File: src/hw/rtl/ntg_pkg.sv
// ----------------------------------------------------------------------------
// ntg_pkg
// Shared types and note tables for the square-wave note tone generator.
// ----------------------------------------------------------------------------
package ntg_pkg;

	localparam int unsigned NOTE_COUNT = 25;
	localparam int unsigned IDX_W      = 5;
	localparam int unsigned DUR_W      = 3;
	localparam int unsigned HALF_W     = 6;
	localparam int unsigned PERIODS_W  = 9;

	localparam logic [IDX_W-1:0]  REST_INDEX = 5'd24;
	localparam logic [HALF_W-1:0] REST_TICKS = 6'd60;

	typedef enum logic {
		OP_TICK  = 1'b0,
		OP_START = 1'b1
	} opcode_t;

	typedef enum logic [DUR_W-1:0] {
		DUR_WHOLE       = 3'd0,
		DUR_DOTTED_HALF = 3'd1,
		DUR_HALF        = 3'd2,
		DUR_QUARTER     = 3'd3,
		DUR_EIGHTH      = 3'd4
	} duration_t;

	// half-period of each note in ticks, rest last
	localparam logic [HALF_W-1:0] HALF_TAB [NOTE_COUNT] = '{
		6'd23, 6'd21, 6'd20, 6'd19, 6'd18, 6'd17, 6'd16, 6'd15, 6'd14, 6'd14, 6'd13, 6'd12,
		6'd46, 6'd42, 6'd40, 6'd38, 6'd36, 6'd34, 6'd32, 6'd30, 6'd29, 6'd28, 6'd26, 6'd24,
		6'd30
	};

	// note frequencies in millihertz
	localparam logic [31:0] MILLI_HZ_TAB [NOTE_COUNT] = '{
		32'd220000, 32'd233080, 32'd246940, 32'd261630, 32'd277180, 32'd293660,
		32'd311130, 32'd329630, 32'd349230, 32'd369990, 32'd392000, 32'd415300,
		32'd110000, 32'd116540, 32'd123470, 32'd130815, 32'd138590, 32'd146830,
		32'd155565, 32'd164815, 32'd174615, 32'd184995, 32'd196000, 32'd207650,
		32'd166660
	};

endpackage

File: src/hw/rtl/ntg_req_if.sv
// ----------------------------------------------------------------------------
// ntg_req_if
// Request channel of the tone generator: opcode, note and duration.
// ----------------------------------------------------------------------------
interface ntg_req_if;
	logic                          valid;
	logic                          ready;
	logic                          opcode;
	logic [ntg_pkg::IDX_W-1:0]     note_index;
	logic [ntg_pkg::DUR_W-1:0]     duration_code;

	modport source (output valid, output opcode, output note_index, output duration_code,
		input ready);
	modport sink (input valid, input opcode, input note_index, input duration_code,
		output ready);
endinterface

File: src/hw/rtl/ntg_res_if.sv
// ----------------------------------------------------------------------------
// ntg_res_if
// Result channel of the tone generator: speaker level and note status.
// ----------------------------------------------------------------------------
interface ntg_res_if;
	logic valid;
	logic ready;
	logic speaker_level;
	logic busy_res;
	logic note_done;

	modport source (output valid, output speaker_level, output busy_res, output note_done,
		input ready);
	modport sink (input valid, input speaker_level, input busy_res, input note_done,
		output ready);
endinterface

File: src/hw/rtl/note_tone_generator.sv
// ----------------------------------------------------------------------------
// note_tone_generator
// Square-wave speaker tone generator driven by start and tick requests.
// ----------------------------------------------------------------------------
// the result of an accepted request is registered and shows on res in the next cycle
// throughput: one request per cycle while res takes results; the single output register frees up
// in the same cycle its result is taken
// reset: arst_n clears the tone state and the output valid flag at once
module note_tone_generator #(
	parameter int unsigned FREQ_FRAC_BITS = 8
) (
	input  logic     clk,
	input  logic     arst_n,
	ntg_req_if.sink  req,
	ntg_res_if.source res
);

	localparam int unsigned FQ_W = ntg_pkg::PERIODS_W + FREQ_FRAC_BITS;

	// fixed-point frequency table, floor(f * 2^frac), built at elaboration
	logic [FQ_W-1:0] freq_tab [ntg_pkg::NOTE_COUNT];

	for (genvar i = 0; i < ntg_pkg::NOTE_COUNT; i++) begin : g_freq
		localparam logic [63:0] FQ =
			(64'(ntg_pkg::MILLI_HZ_TAB[i]) << FREQ_FRAC_BITS) / 64'd1000;
		assign freq_tab[i] = FQ[FQ_W-1:0];
	end

	logic                              playing_q;
	logic                              rest_mode_q;
	logic [ntg_pkg::PERIODS_W-1:0]     periods_left_q;
	logic [ntg_pkg::HALF_W-1:0]        phase_q;
	logic [ntg_pkg::HALF_W-1:0]        half_period_q;
	logic                              level_q;

	logic                              res_valid_q;
	logic                              speaker_level_q;
	logic                              busy_res_q;
	logic                              note_done_q;

	logic                              accept;
	logic                              idx_ok;
	logic [ntg_pkg::IDX_W-1:0]         idx_safe;
	logic [FQ_W-1:0]                   fq;
	logic [FQ_W+1:0]                   fq3;
	logic [ntg_pkg::PERIODS_W-1:0]     k;
	logic [ntg_pkg::HALF_W-1:0]        hp;
	logic [ntg_pkg::HALF_W-1:0]        phase_dec;
	logic [ntg_pkg::PERIODS_W-1:0]     periods_dec;

	logic                              playing_d;
	logic                              rest_mode_d;
	logic [ntg_pkg::PERIODS_W-1:0]     periods_left_d;
	logic [ntg_pkg::HALF_W-1:0]        phase_d;
	logic [ntg_pkg::HALF_W-1:0]        half_period_d;
	logic                              level_d;
	logic                              done_d;

	assign req.ready = !res_valid_q || res.ready;
	assign accept    = req.valid && req.ready;

	// note lookup and period count for a start request
	assign idx_ok   = req.note_index <= ntg_pkg::REST_INDEX;
	assign idx_safe = idx_ok ? req.note_index : '0;
	assign fq       = freq_tab[idx_safe];
	assign fq3      = {2'b00, fq} + {1'b0, fq, 1'b0};
	assign hp       = idx_ok ? ntg_pkg::HALF_TAB[idx_safe] : '0;

	always_comb begin
		k = '0;
		if (idx_ok) begin
			unique case (ntg_pkg::duration_t'(req.duration_code))
				ntg_pkg::DUR_WHOLE:       k = fq[FQ_W-1:FREQ_FRAC_BITS];
				ntg_pkg::DUR_DOTTED_HALF: k = fq3[FQ_W+1:FREQ_FRAC_BITS+2];
				ntg_pkg::DUR_HALF:        k = ntg_pkg::PERIODS_W'(fq >> (FREQ_FRAC_BITS + 1));
				ntg_pkg::DUR_QUARTER:     k = ntg_pkg::PERIODS_W'(fq >> (FREQ_FRAC_BITS + 2));
				ntg_pkg::DUR_EIGHTH:      k = ntg_pkg::PERIODS_W'(fq >> (FREQ_FRAC_BITS + 3));
				default:                  k = '0;
			endcase
		end
	end

	assign phase_dec   = (phase_q != '0) ? phase_q - 1'b1 : '0;
	assign periods_dec = (periods_left_q != '0) ? periods_left_q - 1'b1 : '0;

	always_comb begin
		playing_d      = playing_q;
		rest_mode_d    = rest_mode_q;
		periods_left_d = periods_left_q;
		phase_d        = phase_q;
		half_period_d  = half_period_q;
		level_d        = level_q;
		done_d         = 1'b0;
		if (ntg_pkg::opcode_t'(req.opcode) == ntg_pkg::OP_START) begin
			half_period_d = hp;
			rest_mode_d   = (req.note_index == ntg_pkg::REST_INDEX);
			if (k == '0) begin
				playing_d      = 1'b0;
				level_d        = 1'b0;
				periods_left_d = '0;
				phase_d        = '0;
				done_d         = 1'b1;
			end else begin
				playing_d      = 1'b1;
				periods_left_d = k;
				level_d        = !rest_mode_d;
				phase_d        = rest_mode_d ? ntg_pkg::REST_TICKS : hp;
			end
		end else if (playing_q) begin
			phase_d = phase_dec;
			if (phase_dec == '0) begin
				if (!rest_mode_q && level_q) begin
					// end of the high half, go low for the second half
					level_d = 1'b0;
					phase_d = half_period_q;
				end else begin
					periods_left_d = periods_dec;
					if (periods_dec == '0) begin
						playing_d = 1'b0;
						level_d   = 1'b0;
						done_d    = 1'b1;
					end else begin
						level_d = !rest_mode_q;
						phase_d = rest_mode_q ? ntg_pkg::REST_TICKS : half_period_q;
					end
				end
			end
		end
	end

	always_ff @(posedge clk or negedge arst_n) begin
		if (!arst_n) begin
			playing_q      <= 1'b0;
			rest_mode_q    <= 1'b0;
			periods_left_q <= '0;
			phase_q        <= '0;
			half_period_q  <= '0;
			level_q        <= 1'b0;
			res_valid_q    <= 1'b0;
		end else begin
			if (accept) begin
				playing_q      <= playing_d;
				rest_mode_q    <= rest_mode_d;
				periods_left_q <= periods_left_d;
				phase_q        <= phase_d;
				half_period_q  <= half_period_d;
				level_q        <= level_d;
				res_valid_q    <= 1'b1;
			end else if (res.ready) begin
				res_valid_q <= 1'b0;
			end
		end
	end

	always_ff @(posedge clk) begin
		if (accept) begin
			speaker_level_q <= level_d;
			busy_res_q      <= playing_d;
			note_done_q     <= done_d;
		end
	end

	assign res.valid         = res_valid_q;
	assign res.speaker_level = speaker_level_q;
	assign res.busy_res      = busy_res_q;
	assign res.note_done     = note_done_q;

`ifndef SYNTHESIS
	// a playing note always has ticks left in its current phase
	a_phase_live: assert property (@(posedge clk) disable iff (!arst_n)
		playing_q |-> phase_q != '0)
		else $error("playing with empty phase counter");

	// silence whenever nothing plays or a rest plays
	a_silent: assert property (@(posedge clk) disable iff (!arst_n)
		(!playing_q || rest_mode_q) |-> !level_q)
		else $error("speaker high while idle or resting");

	// a finished note is no longer busy
	a_done_idle: assert property (@(posedge clk) disable iff (!arst_n)
		(res_valid_q && note_done_q) |-> !busy_res_q)
		else $error("note done while still busy");

	// a waiting result stays put until taken
	a_res_hold: assert property (@(posedge clk) disable iff (!arst_n)
		(res_valid_q && !res.ready) |=> res_valid_q && $stable(speaker_level_q)
			&& $stable(busy_res_q) && $stable(note_done_q))
		else $error("result changed while stalled");
`endif

endmodule

File: src/flat_wrapper.sv
// flat-port wrapper written by rule: the top's interface ports become plain ports
module note_tone_generator_flat 
#(
	parameter int unsigned FREQ_FRAC_BITS = 8
)
  (clk, arst_n, req_valid, req_opcode, req_note_index, req_duration_code, req_ready, res_valid, res_speaker_level, res_busy_res, res_note_done, res_ready);
  ntg_req_if req_i ();
  ntg_res_if res_i ();
  input  logic clk;
  input  logic arst_n;
  input wire logic [$bits(req_i.valid)-1:0] req_valid;
  input wire logic [$bits(req_i.opcode)-1:0] req_opcode;
  input wire logic [$bits(req_i.note_index)-1:0] req_note_index;
  input wire logic [$bits(req_i.duration_code)-1:0] req_duration_code;
  output wire logic [$bits(req_i.ready)-1:0] req_ready;
  output wire logic [$bits(res_i.valid)-1:0] res_valid;
  output wire logic [$bits(res_i.speaker_level)-1:0] res_speaker_level;
  output wire logic [$bits(res_i.busy_res)-1:0] res_busy_res;
  output wire logic [$bits(res_i.note_done)-1:0] res_note_done;
  input wire logic [$bits(res_i.ready)-1:0] res_ready;
  assign req_i.valid = req_valid;
  assign req_i.opcode = req_opcode;
  assign req_i.note_index = req_note_index;
  assign req_i.duration_code = req_duration_code;
  assign req_ready = req_i.ready;
  assign res_valid = res_i.valid;
  assign res_speaker_level = res_i.speaker_level;
  assign res_busy_res = res_i.busy_res;
  assign res_note_done = res_i.note_done;
  assign res_i.ready = res_ready;
  note_tone_generator #(.FREQ_FRAC_BITS(FREQ_FRAC_BITS)) u_core (.clk(clk), .arst_n(arst_n), .req(req_i), .res(res_i));
endmodule
File: config.mk
export PLATFORM = sky130hd
export DESIGN_NAME = note_tone_generator_flat
export DESIGN_NICKNAME = d
export VERILOG_FILES = /design/src/hw/rtl/ntg_pkg.sv /design/src/hw/rtl/ntg_req_if.sv /design/src/hw/rtl/ntg_res_if.sv /design/src/hw/rtl/note_tone_generator.sv /design/src/flat_wrapper.sv
export SDC_FILE = /design/constraint.sdc
export NUM_CORES = 1
export LEC_CHECK = 0
export ABC_AREA = 1
export BUFFER_PORTS_ARGS = -buffer_cell sky130_fd_sc_hd__buf_4
export CORE_UTILIZATION = 30
export CTS_CLUSTER_DIAMETER = 80
export CTS_CLUSTER_SIZE = 8
export DETAILED_ROUTE_END_ITERATION = 16
export HOLD_SLACK_MARGIN = 0.15
export PLACE_DENSITY = 0.53
export SYNTH_ARGS = -nofsm -noshare
export SYNTH_HDL_FRONTEND = slang
export SYNTH_SLANG_ARGS = --single-unit
File: constraint.sdc
create_clock -name clk -period 3.3 [get_ports clk]
set_input_delay 0.33 -clock clk [delete_from_list [all_inputs] [get_ports clk]]
set_output_delay 0.33 -clock clk [all_outputs]
set_load 0.05 [all_outputs]
==> impl_metrics.json <==
{
  "hold_viol": 0,
  "synth_edf_count": 3,
  "busiest_layer": "met2",
  "cts_max_level": 1,
  "use_met3_pct": 1.43,
  "wirelength_um": 12900,
  "avgSynthCellArea_um2": 5.98,
  "clk_pin_slew_ns": 0.07,
  "crit_path_start_kind": "primary input",
  "antenna_left": 0,
  "synth_flop_cell": "dfrtp_1",
  "layout.nets": 825,
  "start_util_pct": 31.1,
  "irDropWorstVdd_uv": 246,
  "leakage_nw": 2.91,
  "skew_ns": 0.00224,
  "fp.dieH_um": 114,
  "ys_top_cells_by_area": "nand2_1 17%, dfrtp_1 17%, ha_1 9.9%",
  "layout_common_cells": "147 x buf_4, 145 x nand2_1, 83 x inv_1, 51 x nor2_1, 38 x nand3_1",
  "pre_cts_slack_ns": -0.708,
  "cts_tree": "built",
  "async_flop_share_pct": 89.3,
  "netlist_instances": 633,
  "cp.required_ns": 3.31,
  "synth_cell_types": 47,
  "coreArea_mm2": 0.0122,
  "min_period_ns": 3.41,
  "ys_ff_latch": 28,
  "nFillCells": 1235,
  "finalCritPeriodShare_pct": 103,
  "violations": "setup timing",
  "worst-r2r-cell-count": 15,
  "path_class": "in2reg",
  "reg2reg_from": "u_core.periods_left_q[0]$_DFFE_PN0P_",
  "setup-violations-final": 12,
  "die_area_mm2": 0.0131,
  "ys_seq_area_share_pct": 18.9,
  "dp.cells": 921,
  "syn_nets": 676,
  "via_per_inst": 4.95,
  "slew_headroom_pct": 21.6,
  "die_w_um": 114,
  "dpl.hpwl_um": 10400,
  "setup_slack_ns": -0.106,
  "crit_slowest_cell": "ha_4",
  "endpoint": "u_core.res.speaker_level$_DFFE_PP_",
  "drtIter0Drc": 316,
  "io_buffers": 17,
  "powerDensity_mw_per_mm2": 409,
  "min_path_type": "in2reg",
  "drive_gt1_share_pct": 37.8,
  "layoutNonFillerInstCount": 949,
  "yosysWarnings": 0,
  "syn_area_mm2": 0.00378,
  "cts_made_buffers": 3,
  "drv_cap": 0,
  "cts_root_buf": "clkbuf_16",
  "critical_path_arrival_ns": 3.42,
  "place.gp.congestion": 0.919,
  "fmax_mhz": 294,
  "wl_per_cell_um": 13.6,
  "gr-usage-met2_pct": 36.3,
  "grt_pass1_vias": 4566,
  "grt_overflow_total": 0,
  "r2r_end": "u_core.phase_q[4]$_DFFE_PN0P_",
  "clk_latency_ns": 0.27,
  "io_pins": 18,
  "vias": 4693,
  "timing.critical_path.from": "req_note_index[0]",
  "tightest_slew_ns": 1.17,
  "clock_path_buffers": 2,
  "grt_max_degree": 26,
  "synth.top_cell.area_share_pct": 17.2,
  "critical_path.max_fanout": 5,
  "grt_use_total_pct": 20.1,
  "drv_slew": 0,
  "rows": 40,
  "gr-usage-met1_pct": 26.5,
  "endpoint_kind": "register",
  "holdPathStages": 4,
  "rsz0062_at_grt": "yes",
  "slowest_delay_ns": 0.31,
  "antenna_found_initial": 0,
  "grt_pass1_wl_um": 21400,
  "r2r_slack_ns": 0.35,
  "yosysTopAreaCell": "nand2_1",
  "layout_commonest_cell": "buf_4",
  "setup_tns_ns": -0.995,
  "drc": 0,
  "diodes": 0,
  "cts.sinks": 28,
  "drtPass1Iterations": 5,
  "area_delta_synth_final_pct": 56.5,
  "power.total_w": 0.00242,
  "status": "finished with violations"
}
## timing repair
| item | 4_1_cts | 5_1_grt |
|---|---|---|
| resized for setup | 67 | 74 |
| cloned | 1 | 0 |
| setup buffers | 18 | 6 |
| endpoints found under the setup margin | 14 | 17 |
| pin swaps | 35 | 45 |
| endpoints found under the hold margin | 25 | 0 |
| hold buffers | 1 | 0 |
## worst min path at each step
stage	startpoint	to
2_1_floorplan	arst_n	u_core.half_period_q[0]$_DFFE_PN0P_
4_1_cts	res_ready	u_core.res.valid$_DFFE_PN0P_
6_report	res_ready	u_core.res.valid$_DFFE_PN0P_
3_5_place_dp	arst_n	u_core.periods_left_q[2]$_DFFE_PN0P_
3_3_place_gp	arst_n	u_core.periods_left_q[4]$_DFFE_PN0P_
5_1_grt	res_ready	u_core.res.valid$_DFFE_PN0P_
## cells in the mapped netlist, types with 3 or more instances
cell type and instances:
o22ai_1 9, ha_1 30, a21boi_1 5, nand2_1 173, a22oi_1 7, nor2_1 57
nand4_1 8, o221ai_1 3, buf_4 3, o211ai_1 3, nor3_1 9, edfxtp_1 3
inv_1 93, nand3_1 54, o21a_1 4, o21ai_0 46, inv_2 5, o21ai_1 7
a21oi_1 37, clkbuf_1 6, a31oi_1 7, nand3b_1 3, o31ai_1 3, dfrtp_1 25
## metal layers
metal / share of wire [%] / vias to the layer above / routed length, um
met5: 0 / - / 0
met1: 47 / 2187 / 6110
met2: 49 / 88 / 6290
met3: 2.2 / 17 / 290
li1: - / 2401 / -
met4: 1.9 / 0 / 242
## cell families (layout without fill, tap and decap cells)
logic type	Yosys count	count (layout)	synth area share (%)
AO/OA/AOI/OAI	142	142	22.9
buffers and inverters	113	260	11.8
flip-flops	28	28	18.9
XOR/XNOR	1	1	0.231
adder cells (fa/ha/maj)	30	30	9.92
AND/OR/NAND/NOR	319	320	36.3
## area by class of cell
type	count	area [um^2]	share of cell area (%)
Multi-Input combinational cell	493	3280	55.4
Timing Repair Buffer	156	1220	20.5
Sequential cell	28	716	12.1
Inverter	100	395	6.68
Tap cell	168	210	3.55
Clock buffer	3	75.1	1.27
Clock inverter	1	30.0	0.507
## sequential cells by signal (all words and copies together), names as in the netlist
name	flops
u_core.res.busy_res	1
u_core.res.speaker_level	1
u_core.rest_mode_q	1
u_core.level_q	1
u_core.playing_q	1
u_core.res.note_done	1
u_core.res.valid	1
u_core.half_period_q	6
u_core.periods_left_q	9
u_core.phase_q	6
## stage by stage
stage | hold WS [ns] | area, um^2 | utilization, %
6_report | 0.377 | 5920 | 48.7
4_1_cts | 0.370 | 5600 | 46.0
2_1_floorplan | 0.0344 | 3980 | -
3_5_place_dp | 0.263 | 5100 | 42.0
5_1_grt | 0.406 | 5920 | 48.7
3_3_place_gp | 0.256 | 5100 | 42.0
## critical path: cells and delay by family
| family | cells | cell delay, ns |
|---|---|---|
| AO/OA/AOI/OAI | 3 | 0.36 |
| buffers and inverters | 5 | 0.38 |
| adder cells (fa/ha/maj) | 2 | 0.50 |
| AND/OR/NAND/NOR | 20 | 1.84 |
## power breakdown
part / internal (W) / leakage, nW / total (W) / switching, W
logic: 0.000695 / 2.53 / 0.00158 / 0.000882
registers: 0.000434 / 0.328 / 0.000477 / 0.0000431
clock network: 0.000242 / 0.0511 / 0.000367 / 0.000125
Power figures use the tool's default switching activity.
